**config.mk**
```make
export PLATFORM = sky130hd
export DESIGN_NAME = satl_ram
export DESIGN_NICKNAME = d
export VERILOG_FILES = /design/src/design/satl_ram.sv
export SDC_FILE = /design/constraint.sdc
export NUM_CORES = 1
export LEC_CHECK = 0
export BUFFER_PORTS_ARGS = -buffer_cell sky130_fd_sc_hd__buf_2
export CORE_MARGIN = 2
export CORE_UTILIZATION = 50
export CTS_BUF_LIST = sky130_fd_sc_hd__clkbuf_2
export DETAILED_ROUTE_END_ITERATION = 8
export PLACE_DENSITY = 0.67
export SYNTH_ARGS = -nofsm -noshare
export SYNTH_HDL_FRONTEND = slang
export SYNTH_SLANG_ARGS = --single-unit
```
**constraint.sdc**
```tcl
create_clock -name i_clk -period 2.6 [get_ports i_clk]
set_input_delay 0.52 -clock i_clk [delete_from_list [all_inputs] [get_ports i_clk]]
set_output_delay 0.52 -clock i_clk [all_outputs]
set_load 0.05 [all_outputs]
```
**src/design/satl_ram.sv**
```systemverilog
// Generic simple dual-port RAM, one write and one registered read port.
`timescale 1ns / 1ps

module satl_ram #(
    parameter int WIDTH = 8,
    parameter int DEPTH = 16
) (
    input  logic                                   i_clk,
    input  logic                                   i_wr_en,
    input  logic [((DEPTH > 1) ? $clog2(DEPTH) : 1)-1:0] i_wr_addr,
    input  logic [WIDTH-1:0]                       i_wr_data,
    input  logic                                   i_rd_en,
    input  logic [((DEPTH > 1) ? $clog2(DEPTH) : 1)-1:0] i_rd_addr,
    output logic [WIDTH-1:0]                       o_rd_data
);

    logic [WIDTH-1:0] r_mem [DEPTH];
    logic [WIDTH-1:0] r_rd_data;

    // Write
    always_ff @(posedge i_clk) begin
        if (i_wr_en) begin
            r_mem[i_wr_addr] <= i_wr_data;
        end
    end

    // Read old data on a same-address write; hold when not enabled
    always_ff @(posedge i_clk) begin
        if (i_rd_en) begin
            r_rd_data <= r_mem[i_rd_addr];
        end
    end

    assign o_rd_data = r_rd_data;

endmodule

```
==> results of run 1 <==
==> cells in the mapped netlist <==
library cell / count
sky130_fd_sc_hd__clkdlybuf4s25_2: 3
sky130_fd_sc_hd__and2b_1: 1
sky130_fd_sc_hd__nand2_1: 9
sky130_fd_sc_hd__nand2b_1: 2
sky130_fd_sc_hd__nand3_1: 1
sky130_fd_sc_hd__and2_1: 1
sky130_fd_sc_hd__mux4_1: 14
sky130_fd_sc_hd__or3b_2: 1
sky130_fd_sc_hd__nand3b_1: 2
sky130_fd_sc_hd__nor2b_1: 1
sky130_fd_sc_hd__buf_2: 3
sky130_fd_sc_hd__buf_6: 3
sky130_fd_sc_hd__a22oi_1: 16
sky130_fd_sc_hd__nor2_1: 13
sky130_fd_sc_hd__nor3_1: 4
sky130_fd_sc_hd__mux4_2: 18
sky130_fd_sc_hd__edfxtp_1: 136
sky130_fd_sc_hd__buf_4: 1
==> per-stage QoR <==
stage | hold WS (ns) | util | total power [W] | worst slack, ns | instance area [um2]
after floorplan | 0.619 | - | 0.00269 | 0.587 | 5230
after global placement | 0.728 | 0.550 | 0.00279 | 0.446 | 5620
after detailed placement | 0.742 | 0.550 | 0.00279 | 0.450 | 5620
after CTS | 0.134 | 0.583 | 0.00443 | 0.643 | 5970
after global routing | 0.123 | 0.583 | 0.00453 | 0.611 | 5970
final | 0.198 | 0.583 | 0.00438 | 0.733 | 5970
==> worst min-delay path by stage <==
stage	start	end	cells past startpoint
floorplan	i_wr_data[0]	r_mem[0][0]$_DFFE_PP_	0
global placement	r_mem[11][5]$_DFFE_PP_	o_rd_data[5]$_DFFE_PP_	3
detailed placement	r_mem[14][5]$_DFFE_PP_	o_rd_data[5]$_DFFE_PP_	3
CTS	i_wr_data[2]	r_mem[1][2]$_DFFE_PP_	1
global route	i_wr_data[2]	r_mem[3][2]$_DFFE_PP_	1
finish	i_wr_data[7]	r_mem[12][7]$_DFFE_PP_	1
==> power breakdown <==
group          switching [W]  internal, W
sequential         0.0000122      0.00247
combinational       0.000164    0.0000977
clock               0.000725     0.000918
==> state kept, by name, summed over array words and instances, names as in the netlist <==
name / cells
o_rd_data: 8
r_mem: 128
==> routing by layer <==
metal  up-vias  wire (um)  track usage  part of all wire
met3        15        967       0.0717             0.093
met2       126       4830        0.283              0.46
met4         0        231       0.0818             0.022
met1      1281       4360        0.288              0.42
met5         -          0            0                 0
li1       1094          -            -                 -
==> logic make-up after synthesis <==
group / share of synthesized area
flops: 0.781
simple gates: 0.0314
mux: 0.148
compound gates: 0.0230
buf+inv: 0.0165
==> cell type report <==
cell class / count / area share
sequential: 136 / 0.684
multi-input combinational: 83 / 0.177
timing repair buffer: 47 / 0.0524
clock inverter: 14 / 0.0424
tap: 136 / 0.0285
clock buffer: 18 / 0.0151
==> metrics.yaml, run 1 <==
clk-insertion-delay-late_ns: 0.67
crit_slowest_cell: "sky130_fd_sc_hd__edfxtp_1"
cts_hold_buffers: 0
register_area_mm2: 0.00408
starting_drc_count_in_detailed_routing: 159
synth_seq_cells: 136
drt-wirelength-per-cell_um: 23.9
cp.required_ns: 2.08
post_drt_via_cell_ratio: 5.80
critical_path_end: "o_rd_data[6]"
power.leakage_nw: 2.02
run_status: "complete, no violations"
worstSetupEndpointType: "primary output"
antenna_found_initial: 0
worst-path-buf-inv: 1
reg2regPathDepth: 3
cts.sink_count: 136
grt_first_pass_wirelength_um: 15300
crit_path_start_kind: "register"
post-synth-top-area-cell: "sky130_fd_sc_hd__edfxtp_1"
flow.area_growth_from_synthesis_pct: 14.1
htreeDepth: 4
grt_pass1_vias: 2485
clock_tree_from_tritoncts: "done"
grt_max_degree: 33
initial_core_util: 0.511
die_area_mm2: 0.0113
worst_path_largest_cell_delay_ns: 0.41
max_slew.worst_pin.slew_ns: 0.478
post_route_cells_drive_above_1_share: 0.319
regToRegSetupSlack_ns: 1.07
antenna_cells: 0
netlist.area_leader.share: 0.781
drc: 0
placement_rows: 37
timing.rr.end: "o_rd_data[6]$_DFFE_PP_"
ctsRootBufferMaster: "sky130_fd_sc_hd__clkbuf_2"
fin_crit_sh: 0.718
setup-tns-final_ns: 0
fin_worst_skew_ns: 0.0222
max-vdd-ir-drop_uv: 331
boundaryPins: 27
layoutNonFillerInstCount: 434
synth_cell_area_mm2: 0.00523
syn_area_per_cell_um2: 22.8
numCtsBuffers: 17
timing.hold.worst.class: "input port to register"
drtAntennaViolNets: 0
max_slew_margin: 0.681
io_buffer_count: 26
worst_setup_hold_path_clk_slew_ns: 0.19
max_cap_viol_count: 0
grt_remaining_overflow: 0
worst-path-stages: 1
setup_repair_after_global_routing_missed_its_margin: "false"
report.final.hold_viol_count: 0
timing.final.max_slew_violations: 0
die_height_um: 106
fmaxAchievable_mhz: 536
post_cts_setup_buffers: 0
chipWidth_um: 106
synth.yosys.warnings: 0
syn_nets: 248
synth_top_cells_by_area: "sky130_fd_sc_hd__edfxtp_1 78%, sky130_fd_sc_hd__mux4_2 7.8%, sky130_fd_sc_hd__mux4_1 7.0%"
place.detailed.hpwl_um: 6350
core_mm2: 0.0102
critPathLaunch: "o_rd_data[6]$_DFFE_PP_"
groute.usage.overall: 0.201
fillCellCount: 726
cts-resized-gates: 0
finalWeightedCongestion: 0.726
synth.yosys.seq_area_share: 0.781
worstPathArrival_ns: 1.35
criticalPathCategory: "register to primary output"
design.final.nets: 304
syn-instance-count: 229
power_density_of_the_placed_cells_mw_per_mm2: 735
buffers_from_clock_root_to_sink_at_most: 2
layout_commonest_cell: "sky130_fd_sc_hd__edfxtp_1"
layout_common_cells: "136 x sky130_fd_sc_hd__edfxtp_1, 26 x sky130_fd_sc_hd__buf_2, 19 x sky130_fd_sc_hd__buf_4"
drt-total-wl_um: 10400
worstPathCellList: "buf_2"
numPlacedInstances: 402
crit-reg2reg-launch: "r_mem[11][6]$_DFFE_PP_"
finalSetupViolCount: 0
cp_max_fo: 1
layout_min_cycle_time_ns: 1.87
multiInputGateArea_mm2: 0.00106
cpLargestDelayFamily: "flip-flops"
vias: 2516
yosys.cell_types.count: 18
drt_first_pass_iters: 4
(Power assumes the default switching activity.)
==> inputs of run 2 (changes only) <==
- ABC_AREA: unset -> 1
- clock period: 2.6 -> 1.9 ns (I/O delays scaled with it)
==> metrics.yaml, run 2 <==
run_status: "complete, no violations"
core_mm2: 0.0114  # +12%
setup_repair_after_global_routing_missed_its_margin: "false"
drc: 0  # unchanged
drt-total-wl_um: 12400  # +20%
post_synth_most_frequent_cells: "173 x sky130_fd_sc_hd__nand2_1, 136 x sky130_fd_sc_hd__edfxtp_1, 100 x sky130_fd_sc_hd__inv_1, 97 x sky130_fd_sc_hd__nand3_1, 17 x sky130_fd_sc_hd__nor2_1"
worst_setup_hold_path_clk_slew_ns: 0.21  # +0.02 ns
post_drt_via_cell_ratio: 5.06  # -13%
worst_path_largest_cell_delay_ns: 0.42  # about the same
chipWidth_um: 112  # +5.5%
global_route_track_usage_on_met3: 0.0400  # -0.0318
synth_ff_type: "sky130_fd_sc_hd__edfxtp_1"
timing.hold.worst.class: "input port to register"
fin_worst_skew_ns: 0.0328  # +0.0105 ns
synth.yosys.seq_area_share: 0.698  # -0.0828
power.switching_w: 0.00136  # +51%
synth_most_common_cell: "sky130_fd_sc_hd__nand2_1"
clock_tree_from_tritoncts: "done"
register_containing_the_most_flip_flops_in_the_final_layout: "r_mem"
worstSetupEndpointType: "primary output"
cell_internal_pwr_w: 0.00435  # +25%
layout_common_cells: "173 x sky130_fd_sc_hd__nand2_1, 136 x sky130_fd_sc_hd__edfxtp_1, 100 x sky130_fd_sc_hd__inv_1"
power_density_of_the_placed_cells_mw_per_mm2: 886  # +21%
post_route_cells_drive_above_1_share: 0.130  # -0.188
starting_drc_count_in_detailed_routing: 316  # +99%
antenna_cells: 0  # unchanged
synth_cell_area_mm2: 0.00585  # +12%
netlist.area_leader.share: 0.698  # -0.0828
vias: 3787  # +51%
numPlacedInstances: 717  # +78%
grt_max_degree: 65  # +97%
criticalPathCategory: "register to primary output"
max_slew_margin: 0.591  # -0.0901
io_buffer_count: 26  # unchanged
place_area_mm2: 0.00617  # +9.7%
max_cap_viol_count: 0  # unchanged
groute.usage.overall: 0.208  # +0.00677
post-synth-top-area-cell: "sky130_fd_sc_hd__edfxtp_1"
regToRegSetupSlack_ns: 0.73  # -0.34 ns
power.leakage_nw: 2.81  # +39%
finalSetupViolCount: 0  # unchanged
synth_seq_cells: 136  # unchanged
cts_hold_buffers: 1  # +1
layout_commonest_cell: "sky130_fd_sc_hd__nand2_1"
htreeDepth: 4  # unchanged
die_area_mm2: 0.0126  # +11%
crit_slowest_cell: "sky130_fd_sc_hd__edfxtp_1"
max_slew.worst_pin.slew_ns: 0.613  # +0.134 ns
layout_min_cycle_time_ns: 1.76
report.final.hold_viol_count: 0  # unchanged
clk-insertion-delay-late_ns: 0.70  # +0.03 ns
worstPathArrival_ns: 1.38  # +0.03 ns
worstPathCellList: "buf_2"
power.share.switching: 0.238  # +0.0327
fmaxAchievable_mhz: 568
cp_max_fo: 1  # unchanged
crit_path_start_kind: "register"
grt_first_pass_wirelength_um: 19300  # +26%
antenna_found_initial: 0  # unchanged
p_comb_frac: 0.079  # +0.019
fin_crit_sh: 0.927
cpLargestDelayFamily: "flip-flops"
max-vdd-ir-drop_uv: 450  # +36%
synth_top_cells_by_area: "sky130_fd_sc_hd__edfxtp_1 70%, sky130_fd_sc_hd__nand2_1 11%, sky130_fd_sc_hd__nand3_1 8.3%"
cts-resized-gates: 0  # unchanged
async_set_or_reset_flop_fraction_in_the_synthesized_netlist: 0  # unchanged
grt_use_met1: 0.293  # +0.00489
grt_pass1_vias: 3490  # +40%
boundaryPins: 27  # unchanged
cts.sink_count: 136  # unchanged
design.final.nets: 613  # +100%
syn-instance-count: 551  # +140%
initial_core_util: 0.512  # +0.00111
syn_area_per_cell_um2: 10.6  # -54%
grt_busiest_layer: "met2"
buffers_from_clock_root_to_sink_at_most: 2  # unchanged
place.detailed.hpwl_um: 7660  # +20%
cp.required_ns: 1.52  # -0.56 ns
placement_rows: 39  # +5.4%
synth-edff-count: 136  # unchanged
drt-wirelength-per-cell_um: 16.6  # -31%
ctsRootBufferMaster: "sky130_fd_sc_hd__clkbuf_2"
die_height_um: 112  # +5.5%
largest_register_ff_count: 128  # unchanged
setup-tns-final_ns: 0  # unchanged
worst-path-buf-inv: 1  # unchanged
synth.yosys.warnings: 0  # unchanged
power_frac_clock: 0.327  # -0.048
gr-usage-met2: 0.322  # +0.0387
yosys.cell_types.count: 11  # -7
p_seq_frac: 0.594  # +0.029
layout.cell_area.non_filler_mm2: 0.00645  # +8.1%
post_cts_setup_buffers: 0  # unchanged
drtAntennaViolNets: 0  # unchanged
drt_first_pass_iters: 5  # +1
grt_remaining_overflow: 0  # unchanged
flow.area_growth_from_synthesis_pct: 10.3
finalWeightedCongestion: 0.874  # +20%
timing.final.max_slew_violations: 0  # unchanged
syn_nets: 570  # +130%
numCtsBuffers: 17  # unchanged
layoutNonFillerInstCount: 749  # +73%
fillCellCount: 986  # +36%
==> run 2: power by group through the flow <==
stage               sequential (W)  combinational, W  clock, W
floorplan                  0.00351          0.000237         0
global placement           0.00346          0.000441         0
detailed placement         0.00346          0.000448         0
CTS                        0.00340          0.000452   0.00190
global route               0.00340          0.000495   0.00203
finish                     0.00340          0.000450   0.00187
==> run 2: area by class of cell <==
| type | count | area, um2 | area share |
|---|---|---|---|
| Clock buffer | 18 | 90.1 | 0.0140 |
| Multi-Input combinational cell | 289 | 1210 | 0.188 |
| Clock inverter | 13 | 179 | 0.0277 |
| Timing Repair Buffer | 48 | 323 | 0.0500 |
| Tap cell | 143 | 179 | 0.0277 |
| Sequential cell | 136 | 4080 | 0.633 |
| Inverter | 102 | 383 | 0.0593 |
==> run 2: worst register-to-register path, cell delays in order (launching register included) <==
cell and delay [ns]:
sky130_fd_sc_hd__edfxtp_1 0.42, sky130_fd_sc_hd__inv_1 0.07, sky130_fd_sc_hd__nand2_1 0.06, sky130_fd_sc_hd__nand3_1 0.09
sky130_fd_sc_hd__nand3_1 0.13, sky130_fd_sc_hd__nand3_1 0.13, sky130_fd_sc_hd__nand2_1 0.05
==> run 2: cells by family (layout without fill, tap and decap cells) <==
group | Yosys count | after routing | share of synthesized area
AND/OR/NAND/NOR | 289 | 289 | 0.208
flip-flops | 136 | 136 | 0.698
buffers and inverters | 126 | 181 | 0.0939
==> run 2: path summary, 6_finish.rpt <==
path / start / endpoint / depth (start not counted)
worst max-delay path: o_rd_data[0]$_DFFE_PP_ / o_rd_data[0] / 1
worst min register to register: r_mem[10][7]$_DFFE_PP_ / o_rd_data[7]$_DFFE_PP_ / 6
worst min-delay path: i_wr_data[1] / r_mem[0][1]$_DFFE_PP_ / 1
worst max register to register: r_mem[12][6]$_DFFE_PP_ / o_rd_data[6]$_DFFE_PP_ / 6
==> run 2: metal layers <==
layer,wire length (um),share of wire
met3,912,0.073
met2,5850,0.47
met4,212,0.017
met1,5450,0.44
met5,0,0
==> run 2: stage by stage <==
step	total power [W]	worst slack, ns	util	hold slack, ns
final	0.00571	0.139	0.565	0.0732
after global routing	0.00593	0.0727	0.565	0.0376
after CTS	0.00575	0.0798	0.565	0.0323
after detailed placement	0.00391	0.246	0.541	0.720
after global placement	0.00390	0.249	0.541	0.725
after floorplan	0.00375	0.569	-	0.479
==> inputs of run 3 (changes only) <==
- clock period: 1.9 -> 2.1 ns (I/O delays scaled with it)
==> metrics.yaml, run 3 (synthesized netlist as in run 2, its figures left out) <==
timing.hold.worst.class: "input port to register"
core_mm2: 0.0114  # unchanged
worstPathArrival_ns: 1.34  # -0.04 ns
max_cap_viol_count: 0  # unchanged
place_area_mm2: 0.00615  # -0.36%
dpl_worst_slack_ns: 0.388  # +0.142 ns
cp_max_fo: 1  # unchanged
grt_max_degree: 65  # unchanged
design.final.nets: 609  # -0.65%
layout.cell_area.non_filler_mm2: 0.00640  # -0.85%
worstPathCellList: "buf_2"
power_density_of_the_placed_cells_mw_per_mm2: 788  # -11%
die_height_um: 112  # unchanged
die_area_mm2: 0.0126  # unchanged
drt-total-wl_um: 12400  # -0.31%
cts.sink_count: 136  # unchanged
antenna_found_initial: 0  # unchanged
hold_end: "o_rd_data[7]$_DFFE_PP_"
max_slew_margin: 0.542  # -0.0488
ctsRootBufferMaster: "sky130_fd_sc_hd__clkbuf_2"
post_cts_setup_buffers: 0  # unchanged
worst-path-buf-inv: 1  # unchanged
layout_commonest_cell: "sky130_fd_sc_hd__nand2_1"
vias: 3823  # +0.95%
boundaryPins: 27  # unchanged
largest_register_ff_count: 128  # unchanged
layout_min_cycle_time_ns: 1.76
grt_pass1_vias: 3619  # +3.7%
fmaxAchievable_mhz: 568
setup-tns-final_ns: 0  # unchanged
hold_path_startpoint: "i_rd_en"
power.leakage_nw: 2.77  # -1.2%
initial_core_util: 0.512  # unchanged
worstSetupEndpointType: "primary output"
drtAntennaViolNets: 0  # unchanged
fin_worst_skew_ns: 0.0204  # -0.0124 ns
postLayoutSetupSlackWorst_ns: 0.340  # +0.200 ns
fin_crit_sh: 0.838
grt_remaining_overflow: 0  # unchanged
chipWidth_um: 112  # unchanged
timing.rr.end: "o_rd_data[0]$_DFFE_PP_"
run_status: "complete, no violations"
setup_repair_after_global_routing_missed_its_margin: "false"
post_route_cells_drive_above_1_share: 0.126  # -0.00412
register_containing_the_most_flip_flops_in_the_final_layout: "r_mem"
cp.required_ns: 1.68  # +0.16 ns
numCtsBuffers: 17  # unchanged
drt_first_pass_iters: 5  # unchanged
worst_setup_hold_path_clk_slew_ns: 0.20  # about the same
clock_tree_from_tritoncts: "done"
timing.final.max_slew_violations: 0  # unchanged
worst_path_largest_cell_delay_ns: 0.41  # about the same
utilization: 0.560  # -0.00482
max_slew.worst_pin.slew_ns: 0.684  # +0.0716 ns
starting_drc_count_in_detailed_routing: 322  # +1.9%
buffers_from_clock_root_to_sink_at_most: 2  # unchanged
placement_rows: 39  # unchanged
cts-resized-gates: 0  # unchanged
reg2regPathDepth: 6  # unchanged
place.detailed.hpwl_um: 7650  # about the same
layout_common_cells: "173 x sky130_fd_sc_hd__nand2_1, 136 x sky130_fd_sc_hd__edfxtp_1, 100 x sky130_fd_sc_hd__inv_1"
post_drt_via_cell_ratio: 5.13  # +1.5%
report.final.hold_viol_count: 0  # unchanged
whs_ns: 0.0973  # +0.0241 ns
antenna_cells: 0  # unchanged
cpLargestDelayFamily: "flip-flops"
regToRegSetupSlack_ns: 0.91  # +0.18 ns
crit_slowest_cell: "sky130_fd_sc_hd__edfxtp_1"
drt-wirelength-per-cell_um: 16.6  # +0.23%
clk-insertion-delay-late_ns: 0.67  # -0.03 ns
finalSetupViolCount: 0  # unchanged
criticalPathCategory: "register to primary output"
finalWeightedCongestion: 0.923  # +5.6%
drc: 0  # unchanged
crit-reg2reg-launch: "r_mem[13][0]$_DFFE_PP_"
flow.area_growth_from_synthesis_pct: 9.39
holdPathStages: 1  # unchanged
grt_first_pass_wirelength_um: 19400  # +0.57%
crit_path_start_kind: "register"
groute.usage.overall: 0.207  # about the same
cts_hold_buffers: 0  # -1
io_buffer_count: 26  # unchanged
max-vdd-ir-drop_uv: 394  # -12%
htreeDepth: 4  # unchanged
-- run 3: cell types whose count changed in the layout (fill, tap and decap cells not counted), sizes merged --
cell	before	now
clkinv	5	6
dlygate4sd3	1	0
bufinv	4	3
clkinvlp	3	4
inv	103	102
buf	47	44
-- run 3: per-stage QoR --
stage	cells	power (W)
3_3_place_gp	714	0.00353
2_1_floorplan	551	0.00339
6_report	745	0.00504
3_5_place_dp	714	0.00354
4_1_cts	745	0.00508
5_1_grt	745	0.00523
-- run 3: worst max-delay path by stage --
| stage | start | end | slack [ns] | cells after the start |
|---|---|---|---|---|
| after CTS | o_rd_data[0]$_DFFE_PP_ | o_rd_data[0] | 0.28 | 1 |
| after global placement | i_rd_addr[2] | o_rd_data[7]$_DFFE_PP_ | 0.41 | 5 |
| after global routing | o_rd_data[0]$_DFFE_PP_ | o_rd_data[0] | 0.24 | 1 |
| after floorplan | i_wr_addr[2] | r_mem[10][0]$_DFFE_PP_ | 0.73 | 2 |
| final | o_rd_data[0]$_DFFE_PP_ | o_rd_data[0] | 0.34 | 1 |
| after detailed placement | i_wr_addr[0] | r_mem[6][5]$_DFFE_PP_ | 0.39 | 4 |
-- run 3: routing by layer --
metal	vias up	part of all wire	track usage
met5	-	0	0
met4	0	0.023	0.0805
met3	20	0.069	0.0513
met2	148	0.47	0.329
met1	1794	0.43	0.280
li1	1861	-	-
-- run 3: final cells by class --
| class | count | area, um2 |
|---|---|---|
| well taps | 143 | 179 |
| repair buffers | 44 | 290 |
| flip-flops and latches | 136 | 4080 |
| inverters | 102 | 383 |
| multi-input cells | 289 | 1210 |
| fillers | 1005 | 5020 |
| clock inverters | 13 | 156 |
| clock buffers | 18 | 90.1 |
-- run 3: power breakdown --
part	leakage [nW]	total, W	switching (W)	internal (W)
Sequential	1.24	0.00307	0.0000175	0.00305
Combinational	1.40	0.000405	0.000299	0.000106
Clock	0.139	0.00156	0.000909	0.000652
Total	2.77	0.00504	0.00123	0.00381
